`config.mk`:
```
export PLATFORM = sky130hd
export DESIGN_NAME = gpio_edge_debounce_dispatch
export DESIGN_NICKNAME = d
export VERILOG_FILES = /design/src/hw/rtl/gedd_pkg.sv /design/src/hw/rtl/gedd_lane.sv /design/src/hw/rtl/gedd_merge.sv /design/src/hw/rtl/gpio_edge_debounce_dispatch.sv
export SDC_FILE = /design/constraint.sdc
export NUM_CORES = 2
export LEC_CHECK = 0
export BUFFER_PORTS_ARGS = -buffer_cell sky130_fd_sc_hd__buf_4
export CAP_MARGIN = 30
export CORE_UTILIZATION = 30
export CTS_CLUSTER_SIZE = 16
export DETAILED_ROUTE_END_ITERATION = 8
export GPL_ROUTABILITY_DRIVEN = 0
export PLACE_DENSITY_LB_ADDON = 0.3
export SLEW_MARGIN = 20
export SYNTH_ARGS = -nofsm -noshare
export SYNTH_HDL_FRONTEND = slang
export SYNTH_HIERARCHICAL = 1
export SYNTH_SLANG_ARGS = --single-unit
```
`constraint.sdc`:
```
create_clock -name clk -period 29.5 [get_ports clk]
set_input_delay 5.9 -clock clk [delete_from_list [all_inputs] [get_ports clk]]
set_output_delay 5.9 -clock clk [all_outputs]
set_load 0.1 [all_outputs]
```
`src/hw/rtl/gedd_pkg.sv`:
```
package gedd_pkg;

    // item modes
    localparam logic [1:0] MODE_TICK  = 2'd0;
    localparam logic [1:0] MODE_IRQ   = 2'd1;
    localparam logic [1:0] MODE_WATCH = 2'd2;
    localparam logic [1:0] MODE_STOP  = 2'd3;

    // edge modes
    localparam logic [1:0] EDGE_RISE = 2'd0;
    localparam logic [1:0] EDGE_FALL = 2'd1;
    localparam logic [1:0] EDGE_BOTH = 2'd2;
    localparam logic [1:0] EDGE_BAD  = 2'd3;

    // result kinds
    localparam logic KIND_EVENT  = 1'b0;
    localparam logic KIND_ANSWER = 1'b1;

    // answer status codes
    localparam logic [1:0] ST_OK        = 2'd0;
    localparam logic [1:0] ST_BUSY      = 2'd1;
    localparam logic [1:0] ST_BAD_VALUE = 2'd2;
    localparam logic [1:0] ST_UNHANDLED = 2'd3;

    localparam int PIN_W    = 5;
    localparam int STAMP_W  = 32;
    localparam int REQ_DLY_W = 16;
    localparam logic [REQ_DLY_W-1:0] MAX_DEBOUNCE_RST = 16'hFFFF;

    // block sequencer states
    typedef enum logic [2:0] {
        SEQ_IDLE  = 3'b001,
        SEQ_EXEC  = 3'b010,
        SEQ_DRAIN = 3'b100
    } seq_state_t;

    // per-lane command, valid for one cycle
    typedef struct packed {
        logic tick;
        logic irq;
        logic watch_set;
        logic stop;
    } lane_cmd_t;

    // command answer carried into the merge stage
    typedef struct packed {
        logic             valid;
        logic [1:0]       status;
        logic [PIN_W-1:0] pin;
        logic             level;
    } answer_t;

    function automatic logic edge_match(input logic [1:0] m, input logic prev,
                                        input logic now);
        logic r;
        case (m)
            EDGE_RISE: r = !prev && now;
            EDGE_FALL: r = prev && !now;
            EDGE_BOTH: r = prev != now;
            default:   r = 1'b0;
        endcase
        return r;
    endfunction

endpackage

```
`src/hw/rtl/gedd_lane.sv`:
```
module gedd_lane
    import gedd_pkg::*;
#(
    parameter int TIME_BITS  = 32,
    parameter int DELAY_BITS = 16
)
(
    input  logic                  clk,
    input  logic                  rst_n,
    input  lane_cmd_t             cmd,
    input  logic                  stat_bit,
    input  logic                  level,
    input  logic [1:0]            edge_in,
    input  logic [DELAY_BITS-1:0] delay_in,
    input  logic [TIME_BITS-1:0]  now,
    output logic                  watched,
    output logic                  irq_hit,
    output logic                  fire
);

    localparam int SUM_W = (TIME_BITS > DELAY_BITS) ? TIME_BITS : DELAY_BITS;

    logic                  watch_reg, watch_next;
    logic                  pend_reg, pend_next;
    logic                  last_reg, last_next;
    logic [1:0]            mode_reg, mode_next;
    logic [DELAY_BITS-1:0] dly_reg, dly_next;
    logic [TIME_BITS-1:0]  due_reg, due_next;
    logic [TIME_BITS-1:0]  diff;
    logic [SUM_W-1:0]      due_sum;
    logic                  is_due;

    // due check by signed difference, restart value for an interrupt
    assign diff    = now - due_reg;
    assign is_due  = watch_reg && pend_reg && !diff[TIME_BITS-1];
    assign due_sum = SUM_W'(now) + SUM_W'(dly_reg);
    assign irq_hit = cmd.irq && watch_reg && stat_bit;
    assign fire    = cmd.tick && is_due && edge_match(mode_reg, last_reg, level);
    assign watched = watch_reg;

    // lane state update
    always_comb
    begin
        watch_next = watch_reg;
        pend_next  = pend_reg;
        last_next  = last_reg;
        mode_next  = mode_reg;
        dly_next   = dly_reg;
        due_next   = due_reg;
        if (cmd.tick && is_due)
        begin
            pend_next = 1'b0;
            last_next = level;
        end
        if (irq_hit)
        begin
            pend_next = 1'b1;
            due_next  = due_sum[TIME_BITS-1:0];
        end
        if (cmd.watch_set)
        begin
            mode_next  = edge_in;
            dly_next   = delay_in;
            last_next  = level;
            pend_next  = 1'b0;
            watch_next = 1'b1;
        end
        if (cmd.stop)
        begin
            watch_next = 1'b0;
            pend_next  = 1'b0;
        end
    end

    always_ff @(posedge clk or negedge rst_n)
    begin
        if (!rst_n)
        begin
            watch_reg <= 1'b0;
            pend_reg  <= 1'b0;
        end
        else
        begin
            watch_reg <= watch_next;
            pend_reg  <= pend_next;
        end
    end

    always_ff @(posedge clk)
    begin
        last_reg <= last_next;
        mode_reg <= mode_next;
        dly_reg  <= dly_next;
        due_reg  <= due_next;
    end

endmodule

```
`src/hw/rtl/gedd_merge.sv`:
```
module gedd_merge
    import gedd_pkg::*;
#(
    parameter int PINS = 32
)
(
    input  logic               clk,
    input  logic               rst_n,
    input  logic               load,
    input  logic [PINS-1:0]    fire_vec,
    input  logic [PINS-1:0]    level_vec,
    input  answer_t            answer,
    input  logic [STAMP_W-1:0] stamp,
    output logic               busy,
    output logic               out_valid,
    input  logic               out_ready,
    output logic               kind,
    output logic [1:0]         status,
    output logic [PIN_W-1:0]   event_pin,
    output logic               event_level,
    output logic [STAMP_W-1:0] time_stamp,
    output logic               last
);

    logic [PINS-1:0]    hit_reg, hit_next;
    logic [PINS-1:0]    lvl_reg;
    answer_t            ans_reg, ans_next;
    logic [STAMP_W-1:0] ts_reg;
    logic [PINS-1:0]    low_bit;
    logic [PINS-1:0]    rest;
    logic [PIN_W-1:0]   low_idx;
    logic               advance;

    logic               ov_reg;
    logic               kind_reg;
    logic [1:0]         status_reg;
    logic [PIN_W-1:0]   pin_reg;
    logic               level_reg;
    logic [STAMP_W-1:0] stamp_reg;
    logic               last_reg;

    // lowest pending event in pin order
    assign low_bit = hit_reg & (~hit_reg + PINS'(1));
    assign rest    = hit_reg & ~low_bit;

    always_comb
    begin
        low_idx = '0;
        for (int p = PINS - 1; p >= 0; p--)
        begin
            if (hit_reg[p])
            begin
                low_idx = PIN_W'(p);
            end
        end
    end

    assign busy    = ans_reg.valid || (|hit_reg);
    assign advance = busy && (!ov_reg || out_ready);

    // pending work, answers go out before events
    always_comb
    begin
        hit_next = hit_reg;
        ans_next = ans_reg;
        if (load)
        begin
            hit_next = fire_vec;
            ans_next = answer;
        end
        else if (advance)
        begin
            if (ans_reg.valid)
            begin
                ans_next.valid = 1'b0;
            end
            else
            begin
                hit_next = rest;
            end
        end
    end

    always_ff @(posedge clk or negedge rst_n)
    begin
        if (!rst_n)
        begin
            hit_reg <= '0;
            ans_reg <= '0;
        end
        else
        begin
            hit_reg <= hit_next;
            ans_reg <= ans_next;
        end
    end

    always_ff @(posedge clk)
    begin
        if (load)
        begin
            lvl_reg <= level_vec;
            ts_reg  <= stamp;
        end
    end

    // output register
    always_ff @(posedge clk or negedge rst_n)
    begin
        if (!rst_n)
        begin
            ov_reg <= 1'b0;
        end
        else if (advance)
        begin
            ov_reg <= 1'b1;
        end
        else if (out_ready)
        begin
            ov_reg <= 1'b0;
        end
    end

    always_ff @(posedge clk)
    begin
        if (advance)
        begin
            stamp_reg <= ts_reg;
            if (ans_reg.valid)
            begin
                kind_reg   <= KIND_ANSWER;
                status_reg <= ans_reg.status;
                pin_reg    <= ans_reg.pin;
                level_reg  <= ans_reg.level;
                last_reg   <= 1'b1;
            end
            else
            begin
                kind_reg   <= KIND_EVENT;
                status_reg <= ST_OK;
                pin_reg    <= low_idx;
                level_reg  <= |(lvl_reg & low_bit);
                last_reg   <= ~|rest;
            end
        end
    end

    assign out_valid   = ov_reg;
    assign kind        = kind_reg;
    assign status      = status_reg;
    assign event_pin   = pin_reg;
    assign event_level = level_reg;
    assign time_stamp  = stamp_reg;
    assign last        = last_reg;

endmodule

```
`src/hw/rtl/gpio_edge_debounce_dispatch.sv`:
```
// GPIO edge debouncer with deferred, pin-ordered dispatch.
// Input channel (in_valid/in_ready) takes one beat per item: tick, interrupt
// status, watch pin or stop watching pin. Output channel (out_valid/out_ready)
// gives result beats; last marks the final beat of an item. A tick gives zero
// or more edge events, every other item gives exactly one command answer.
// cfg_we/cfg_wdata write max_debounce; the user must write it only while the
// block idles, as the block itself does not enforce this. Each item is
// captured into the input registers on acceptance; in the EXEC state all pin
// lanes update in parallel and the merge stage loads; in the DRAIN state the
// merge stage serializes the results, one per cycle to the output register
// while the receiver keeps up, and the block idles once it is empty.
// Reset clears all watch and pending flags, the tick count and the output
// valid flag, and sets max_debounce to 65535.
// When the receiver stalls, results wait in the output register and the
// merge stage; a new item is taken once the previous one has been fully
// handed to the output register, which may still hold its last beat.
module gpio_edge_debounce_dispatch
    import gedd_pkg::*;
#(
    parameter int PINS       = 32,
    parameter int TIME_BITS  = 32,
    parameter int DELAY_BITS = 16
)
(
    input  logic               clk,
    input  logic               rst_n,
    input  logic               cfg_we,
    input  logic [15:0]        cfg_wdata,
    input  logic               in_valid,
    output logic               in_ready,
    input  logic [1:0]         mode,
    input  logic [PIN_W-1:0]   pin,
    input  logic [1:0]         edge_req,
    input  logic [15:0]        debounce_ticks,
    input  logic [31:0]        status_bits,
    input  logic [31:0]        pin_levels,
    output logic               out_valid,
    input  logic               out_ready,
    output logic               kind,
    output logic [1:0]         status,
    output logic [PIN_W-1:0]   event_pin,
    output logic               event_level,
    output logic [STAMP_W-1:0] time_stamp,
    output logic               last
);

    localparam int CMP_W  = (DELAY_BITS > REQ_DLY_W) ? DELAY_BITS : REQ_DLY_W;
    localparam int TS_W   = (TIME_BITS > STAMP_W) ? TIME_BITS : STAMP_W;
    localparam int PIDX_W = (PINS > 1) ? $clog2(PINS) : 1;

    seq_state_t state_reg, state_next;

    logic [REQ_DLY_W-1:0]  max_deb_reg;
    logic [TIME_BITS-1:0]  tick_reg;
    logic [TIME_BITS-1:0]  now;

    logic [1:0]            mode_reg;
    logic [PIN_W-1:0]      pin_reg;
    logic [1:0]            edge_reg;
    logic [REQ_DLY_W-1:0]  deb_reg;
    logic [31:0]           stat_reg;
    logic [31:0]           lvl_reg;

    logic [CMP_W-1:0]      deb_ext;
    logic [DELAY_BITS-1:0] delay;
    logic                  pin_oor;
    logic                  watch_bad;
    logic                  pin_watched;
    logic                  watch_ok;
    logic                  stop_ok;
    logic                  exec;
    logic [TS_W-1:0]       now_ext;

    logic [PINS-1:0]       watched_vec;
    logic [PINS-1:0]       irq_vec;
    logic [PINS-1:0]       fire_vec;
    answer_t               answer;
    logic                  merge_busy;

    assign in_ready = (state_reg == SEQ_IDLE);
    assign exec     = (state_reg == SEQ_EXEC);

    // sequencer
    always_comb
    begin
        state_next = state_reg;
        unique case (state_reg)
            SEQ_IDLE:
            begin
                if (in_valid)
                begin
                    state_next = SEQ_EXEC;
                end
            end
            SEQ_EXEC:
            begin
                state_next = SEQ_DRAIN;
            end
            SEQ_DRAIN:
            begin
                if (!merge_busy)
                begin
                    state_next = SEQ_IDLE;
                end
            end
            default:
            begin
                state_next = SEQ_IDLE;
            end
        endcase
    end

    always_ff @(posedge clk or negedge rst_n)
    begin
        if (!rst_n)
        begin
            state_reg   <= SEQ_IDLE;
            max_deb_reg <= MAX_DEBOUNCE_RST;
            tick_reg    <= '0;
        end
        else
        begin
            state_reg <= state_next;
            if (cfg_we)
            begin
                max_deb_reg <= cfg_wdata;
            end
            if (exec && mode_reg == MODE_TICK)
            begin
                tick_reg <= now;
            end
        end
    end

    // input beat capture
    always_ff @(posedge clk)
    begin
        if (in_valid && in_ready)
        begin
            mode_reg <= mode;
            pin_reg  <= pin;
            edge_reg <= edge_req;
            deb_reg  <= debounce_ticks;
            stat_reg <= status_bits;
            lvl_reg  <= pin_levels;
        end
    end

    // time and request checks
    assign now     = (mode_reg == MODE_TICK) ? tick_reg + TIME_BITS'(1) : tick_reg;
    assign now_ext = TS_W'(now);
    assign deb_ext = CMP_W'(deb_reg);
    assign delay   = deb_ext[DELAY_BITS-1:0];

    assign pin_oor     = 32'(pin_reg) >= 32'(PINS);
    assign pin_watched = !pin_oor && watched_vec[pin_reg[PIDX_W-1:0]];
    assign watch_bad   = pin_oor || (edge_reg == EDGE_BAD)
                         || (CMP_W'(delay) > CMP_W'(max_deb_reg));
    assign watch_ok    = (mode_reg == MODE_WATCH) && !watch_bad && !pin_watched;
    assign stop_ok     = (mode_reg == MODE_STOP) && !pin_oor;

    // command answer
    always_comb
    begin
        answer.valid  = exec && (mode_reg != MODE_TICK);
        answer.status = ST_OK;
        answer.pin    = pin_reg;
        answer.level  = 1'b0;
        unique case (mode_reg)
            MODE_IRQ:
            begin
                answer.pin    = '0;
                answer.status = (|irq_vec) ? ST_OK : ST_UNHANDLED;
            end
            MODE_WATCH:
            begin
                if (watch_bad)
                begin
                    answer.status = ST_BAD_VALUE;
                end
                else if (pin_watched)
                begin
                    answer.status = ST_BUSY;
                end
                else
                begin
                    answer.level = lvl_reg[pin_reg];
                end
            end
            MODE_STOP:
            begin
                answer.status = pin_oor ? ST_BAD_VALUE : ST_OK;
            end
            default:
            begin
                answer.status = ST_OK;
            end
        endcase
    end

    // one lane per pin
    for (genvar i = 0; i < PINS; i++)
    begin : g_lane
        lane_cmd_t cmd;
        logic      sel;

        assign sel           = (pin_reg == PIN_W'(i));
        assign cmd.tick      = exec && (mode_reg == MODE_TICK);
        assign cmd.irq       = exec && (mode_reg == MODE_IRQ);
        assign cmd.watch_set = exec && watch_ok && sel;
        assign cmd.stop      = exec && stop_ok && sel;

        gedd_lane #(
            .TIME_BITS  (TIME_BITS),
            .DELAY_BITS (DELAY_BITS)
        ) u_lane (
            .clk      (clk),
            .rst_n    (rst_n),
            .cmd      (cmd),
            .stat_bit (stat_reg[i]),
            .level    (lvl_reg[i]),
            .edge_in  (edge_reg),
            .delay_in (delay),
            .now      (now),
            .watched  (watched_vec[i]),
            .irq_hit  (irq_vec[i]),
            .fire     (fire_vec[i])
        );
    end

    // merge and output stage
    gedd_merge #(
        .PINS (PINS)
    ) u_merge (
        .clk         (clk),
        .rst_n       (rst_n),
        .load        (exec),
        .fire_vec    (fire_vec),
        .level_vec   (lvl_reg[PINS-1:0]),
        .answer      (answer),
        .stamp       (now_ext[STAMP_W-1:0]),
        .busy        (merge_busy),
        .out_valid   (out_valid),
        .out_ready   (out_ready),
        .kind        (kind),
        .status      (status),
        .event_pin   (event_pin),
        .event_level (event_level),
        .time_stamp  (time_stamp),
        .last        (last)
    );

endmodule

```
# Yosys cells after proc, flatten, opt, wreduce, memory -nomap -nowiden
# Index checks and enable logic that the tools add are counted.
[op_classes] add_sub_neg=66 n_reduce_logical=571 n_eq_ne=137 magnitude_cmp=2 n_mux=346 bitwise_logic=5
[ops] operator="32-bit by 16-bit adder with 32-bit output" n=32
[ops] operator="32-bit subtractor" n=32
[ops] operator="1-bit logical AND" n=329
[ops] operator="1-bit two-way mux" n=268
[ops] operator="5-bit two-way mux" n=34
[ops] operator="2-bit nonzero test" n=67
[ops] operator="32-bit two-way mux" n=4
[ops] operator="4-bit nonzero test" n=32
[ops] operator="32-bit OR reduction" n=4
[ops] operator="1-bit zero test" n=100
[ops] operator="32-bit AND" n=3
[ops] operator="1-bit case mux with 3 select lines" n=32
[ops] operator="5-bit equality test (second input constant)" n=16
[ops] operator="2-bit equality test (second input constant)" n=35
[ops] operator="2-bit by 1-bit equality test with 1-bit output (second input constant)" n=33
[ops] operator="2-bit zero test" n=33
[ops] operator="32-bit by 1-bit adder with 32-bit output (second input constant)" n=2
[ops] operator="32-bit inverter" n=2
[ops] operator="5-bit by 4-bit equality test with 1-bit output (second input constant)" n=8
[ops] operator="1-bit != test" n=32
[ops] operator="5-bit by 3-bit equality test with 1-bit output (second input constant)" n=4
[ops] operator="16-bit > comparator" n=1
[ops] operator="1-bit binary-select mux with 5-bit select" n=2
[ops] operator="5-bit by 2-bit equality test with 1-bit output (second input constant)" n=2
[ops] operator="other kinds (13)" n=20
[totals] word_cells=1342 reg_bits=1984 in_bits=110 output_inout_bits=44

# Depth between registers and ports, before layout
[logic_depth] word_depth=33 depth_mapped=21 mapped_depth_nobuf=19

# Modules after synthesis
# The synthesis kept the hierarchy.
[modules_own_cells] mod="gedd_lane at g_lane[14].u_lane ..." seq_area_each_um2=1581.5 cells_each=337 area_per_inst_um2=3534.6 n_inst=20
[modules_own_cells] mod="gedd_lane at g_lane[0].u_lane ..." seq_area_each_um2=1581.5 cells_each=338 area_per_inst_um2=3545.9 n_inst=10
[modules_own_cells] mod="gpio_edge_debounce_dispatch" seq_area_each_um2=3970.1 cells_each=609 area_per_inst_um2=7066.8 n_inst=1
[modules_own_cells] mod="gedd_merge" seq_area_each_um2=4234.1 cells_each=486 area_per_inst_um2=6133.4 n_inst=1
[modules_own_cells] mod="gedd_lane at g_lane[20].u_lane" seq_area_each_um2=1581.5 cells_each=345 area_per_inst_um2=3619.7 n_inst=1
[modules_own_cells] mod="gedd_lane at g_lane[7].u_lane" seq_area_each_um2=1581.5 cells_each=332 area_per_inst_um2=3524.6 n_inst=1

# Worst setup path after synthesis
# Ideal clock, no wire load.
[synth_timing] kind="register to register" start="register, netlist name mode_reg[0]" end="register g_lane[15].u_lane.last_reg (enable)" slack_ns=17.451 required_ns=29.202 arrival_ns=11.751 synth_period_minus_slack_ns=12.049 path_buffers=2 setup_ns=0.298 path_stages_with_launch=18 cell_sequence="edfxtp_1 inv_1 ha_1 buf_2 nand3_1 or4_4 buf_6 nor2_1 nand2_1 xnor2_1 ha_1 nand4_1 nor3_1 a221o_1 or3_1 or3_1 o21ai_2 or2_2"
[synth_lines] item="to (signal assigned)" line="gedd_lane.sv:91" rtl="last_reg <= last_next;"
[synth_lines] item="to (decl)" line="gedd_lane.sv:25" rtl="logic last_reg, last_next;"

# Final worst setup path
[layout_timing] start="register state_reg[0]" end="output port in_ready"
[layout_via] elab_chain_len=1
[layout_lines] item="from (decl)" line="gpio_edge_debounce_dispatch.sv:51" rtl="seq_state_t state_reg, state_next;"
[layout_lines] item="from (signal assigned)" line="gpio_edge_debounce_dispatch.sv:123" rtl="state_reg <= state_next;"
[layout_lines] item="3-bit by 1-bit equality test with 1-bit output" line="gpio_edge_debounce_dispatch.sv:80" rtl="assign in_ready = (state_reg == SEQ_IDLE);"
[layout_lines] item="to (decl)" line="gpio_edge_debounce_dispatch.sv:30" rtl="output logic in_ready,"
# Every way passes these cells.

==> PnR_summary.wiki <==
{| class="wikitable"
! Metric !! Value
|-
| Slowest cell delay on critical path || 0.53 ns
|-
| Pin count of the biggest net entering global routing || 89
|-
| Setup total negative slack || 0 ns
|-
| Maximum clock path buffer count || 4
|-
| Insertion delay of the later-clocked pin in the worst-skew pair || 1.00 ns
|-
| Clock Root Buffer || clkbuf_16
|-
| Number of distinct library cell variants in the gate-level netlist after synthesis || 99
|-
| Cell area after technology mapping || 0.1265 mm²
|-
| Sequential-to-total area share from yosys stat || 46.49%
|-
| Count of final max-slew check failures || 0
|-
| Flip-flop and latch area || 0.05881 mm²
|-
| Number of standard-cell rows in the floorplan || 238
|-
| XOR/XNOR Fraction of Synth Area || 7.076%
|-
| Count of placed standard cells in the final layout, fillers left out || 18170
|-
| Cell types occupying the most area after synthesis || edfxtp_1 (43%), ha_1 (15%), xnor2_1 (5.1%), a21oi_1 (4.1%), inv_1 (3.8%)
|-
| Initial antenna violation count || 46
|-
| Combined global-route utilization of all metal layers || 17.86%
|-
| Data arrival time of the critical path || 2.17 ns
|-
| Final Cycle Share || 27.37%
|-
| Violations in the final reports || design-rule violations
|-
| Footprint of the multi-input gates || 0.06301 mm²
|-
| Count of fill cells added during filler insertion || 42070
|-
| Routed via count || 92570
|-
| Buffers inserted during post-CTS setup optimization || 0
|-
| Endpoint class of the critical path || output pin
|-
| Total buffers and inverters traversed by the critical path || 1
|-
| Pre-CTS setup slack || 21.13 ns
|-
| Post-synthesis compound-gate area fraction || 12.73%
|-
| Starting density of the core || 30.13%
|-
| Clock H-tree levels || 4
|-
| Placed Cells incl. Taps || 17670
|-
| Die Height || 651.4 µm
|-
| Share of synthesized registers carrying an async set or reset || 7.913%
|-
| Static power due to leakage || 0.06173 µW
|-
| Type of the worst setup path || flip-flop to output pin
|-
| Largest vdd supply drop || 0.08426 mV
|-
| Detailed placement HPWL || 265400 µm
|-
| Setup violators final || 0
|-
| Number of nets in the finished design || 14100
|-
| Worst slew pin tran || 1.116 ns
|-
| Final standard cell area without fillers || 0.1448 mm²
|-
| Class of the tightest hold or removal check || flip-flop to flip-flop
|-
| CTS Sinks || 1984
|-
| Critical path data required time || 23.60 ns
|-
| Synth Area per Inst || 10.64 µm²
|-
| Cell types with the highest counts after synthesis || edfxtp_1 (1827), ha_1 (1557), inv_1 (1269)
|-
| Critical Path Source Type || flip-flop
|-
| Total of hold buffers inserted after clock tree synthesis || 0
|-
| Most frequent cell after synthesis || edfxtp_1
|-
| Cell area after placement || 0.1366 mm²
|-
| Post-detailed-route wirelength per cell || 21.48 µm
|-
| Worst Reg2Reg Path Length in Cells || 18
|-
| Min Tclk post-route || 8.073 ns
|-
| Critical path fanouts, max || 3
|-
| Remaining antenna violation count after routing || 0
|-
| Count of yosys warnings during synthesis || 6
|-
| Adder-cell share of the synthesized area || 15.92%
|-
| Highest-delay cell along the critical path || dfstp_2
|-
| Number of global-route vias before repair || 88080
|-
| Path length in cells of the critical path || 2
|-
| Combinational family with the most area after synthesis || adder cells
|-
| Global-route wire length before repair || 571000 µm
|-
| Highest clock frequency the design can meet || 123.9 MHz
|-
| Register bit count reported by yosys || 1984
|-
| Worst path top cell family by delay || flip-flops
|-
| Number of synthesized flops with an enable pin || 1827
|-
| Maximum clock skew at final layout || 0.06770 ns
|-
| DRC errors left || 5
|-
| Synthesized Nets || 13590
|-
| Post-CTS resize count || 0
|-
| Fraction of synthesized cell area taken by the top area cell type || 43.37%
|-
| Area leader, netlist || edfxtp_1
|-
| Via-to-Cell Ratio || 5.096
|-
| Cells along the critical path || nor3b_1 > buf_4
|-
| Count of maximum capacitance violations || 0
|-
| Number of DRC markers in iteration 0 || 7367
|-
| Share of synthesized cell area in and, or, nand and nor gates || 13.16%
|-
| Die Footprint || 0.4243 mm²
|-
| TritonCTS clock tree || done
|-
| Main synth FF type || edfxtp_1
|-
| Clock-pin slew on the worst setup and hold paths || 0.06 ns
|-
| Hold depth || 0
|-
| Max-Slew Margin vs Limit || 25.12%
|-
| Placeable core area || 0.4199 mm²
|-
| Power density cells || 52.38 mW/mm²
|-
| Fraction of final layout cells sized beyond drive strength 1 || 8.512%
|-
| IO Pins || 154
|-
| Cells after Synth || 11890
|-
| Run status || finished with violations
|-
| PnR Total Power || 7588 µW
|-
| Portion of netlist area occupied by mux cells || 0.4135%
|-
| Setup repair after global routing missed its margin || no
|-
| Die W || 651.4 µm
|-
| Global route total overflow || 0
|-
| First-pass DRT Iterations || 8
|-
| Number of flip-flops in the largest register || 1024
|-
| Layout overhead on the synthesized area || 14.51%
|-
| Final setup slack of the worst path || 21.43 ns
|-
| Final hold violation count || 0
|-
| Routed wire length || 390200 µm
|-
| Clock buffer count from CTS || 241
|-
| Port-buffer cells || 153
|}
-- metal layers --
metal	wire length [µm]	up-vias	track usage, %
met4	15810	2	6.762
met5	6	-	0
met3	21710	586	1.941
li1	-	44480	-
met2	177700	2507	29.34
met1	174900	45000	24.14
-- worst reg2reg max path: stages, from the launching register on --
cell	delay (ns)
edfxtp_1	0.43
inv_1	0.11
ha_1	0.65
nand4_2	0.36
nor4_1	0.52
nand2b_1	0.33
nor2_1	0.33
xor2_4	0.17
buf_4	0.51
buf_4	0.69
buf_4	0.67
ha_1	0.37
nand4_1	0.12
nor3_1	0.09
a221o_1	0.31
or3_1	0.32
or3_1	0.33
o21ai_2	0.34
or2_2	0.19
-- cells in the final DEF (no fill, tap or decap), drive strengths merged, types with 303 or more instances in the layout --
cell / n
xnor2: 743
inv: 1276
ha: 1557
o21ai: 504
a21oi: 1068
a21o: 303
nor2: 620
edfxtp: 1827
nand4: 348
nand3: 428
nand2: 933
buf: 390
-- metrics by stage --
stage | utilization, % | hold WS (ns)
global route | 34.49 | 0.4240
global placement | 32.51 | 0.4058
detailed placement | 32.53 | 0.4045
finish | 34.50 | 0.4174
CTS | 34.46 | 0.4186
floorplan | - | 0.4003
-- power breakdown --
group	leakage [µW]	switching [µW]	internal, µW
registers	0.0198	88.9	3250
clock network	0.00392	1280	1790
logic	0.0381	870	309
-- layout make-up --
class / instances / area share, %
clock buffers: 294 / 4.356
diodes: 40 / 0.06910
multi-input cells: 8509 / 43.50
repair buffers: 393 / 2.176
inverters: 1270 / 3.298
well taps: 5520 / 4.768
flip-flops and latches: 1984 / 40.60
clock inverters: 156 / 1.227
-- kinds of logic (layout without fill, tap and decap cells) --
logic type / count (synthesis) / in the layout
buffers and inverters: 1399 / 2113
xor gates and xnor gates: 1022 / 1022
adders and majority gates: 1590 / 1590
muxes: 33 / 33
AOI/OAI and AO/OA: 2554 / 2554
and+or+nand+nor: 3310 / 3310
DFF: 1984 / 1984
other: 0 / 40
-- final timing paths --
kind | startpoint | end | slack (ns)
setup reg to reg | mode_reg[1] | g_lane[4].u_lane/last_reg | 22.39
min in group asynchronous | rst_n | state_reg[1] | 4.84
hold reg to reg | u_merge/ts_reg[0] | u_merge/time_stamp[0] | 0.42
hold / removal | u_merge/ts_reg[0] | u_merge/time_stamp[0] | 0.42
max in group asynchronous | rst_n | max_deb_reg[1] | 23.26
setup / recovery | state_reg[0] | in_ready | 21.43
Note: power is estimated with default switching activity, not from simulation.
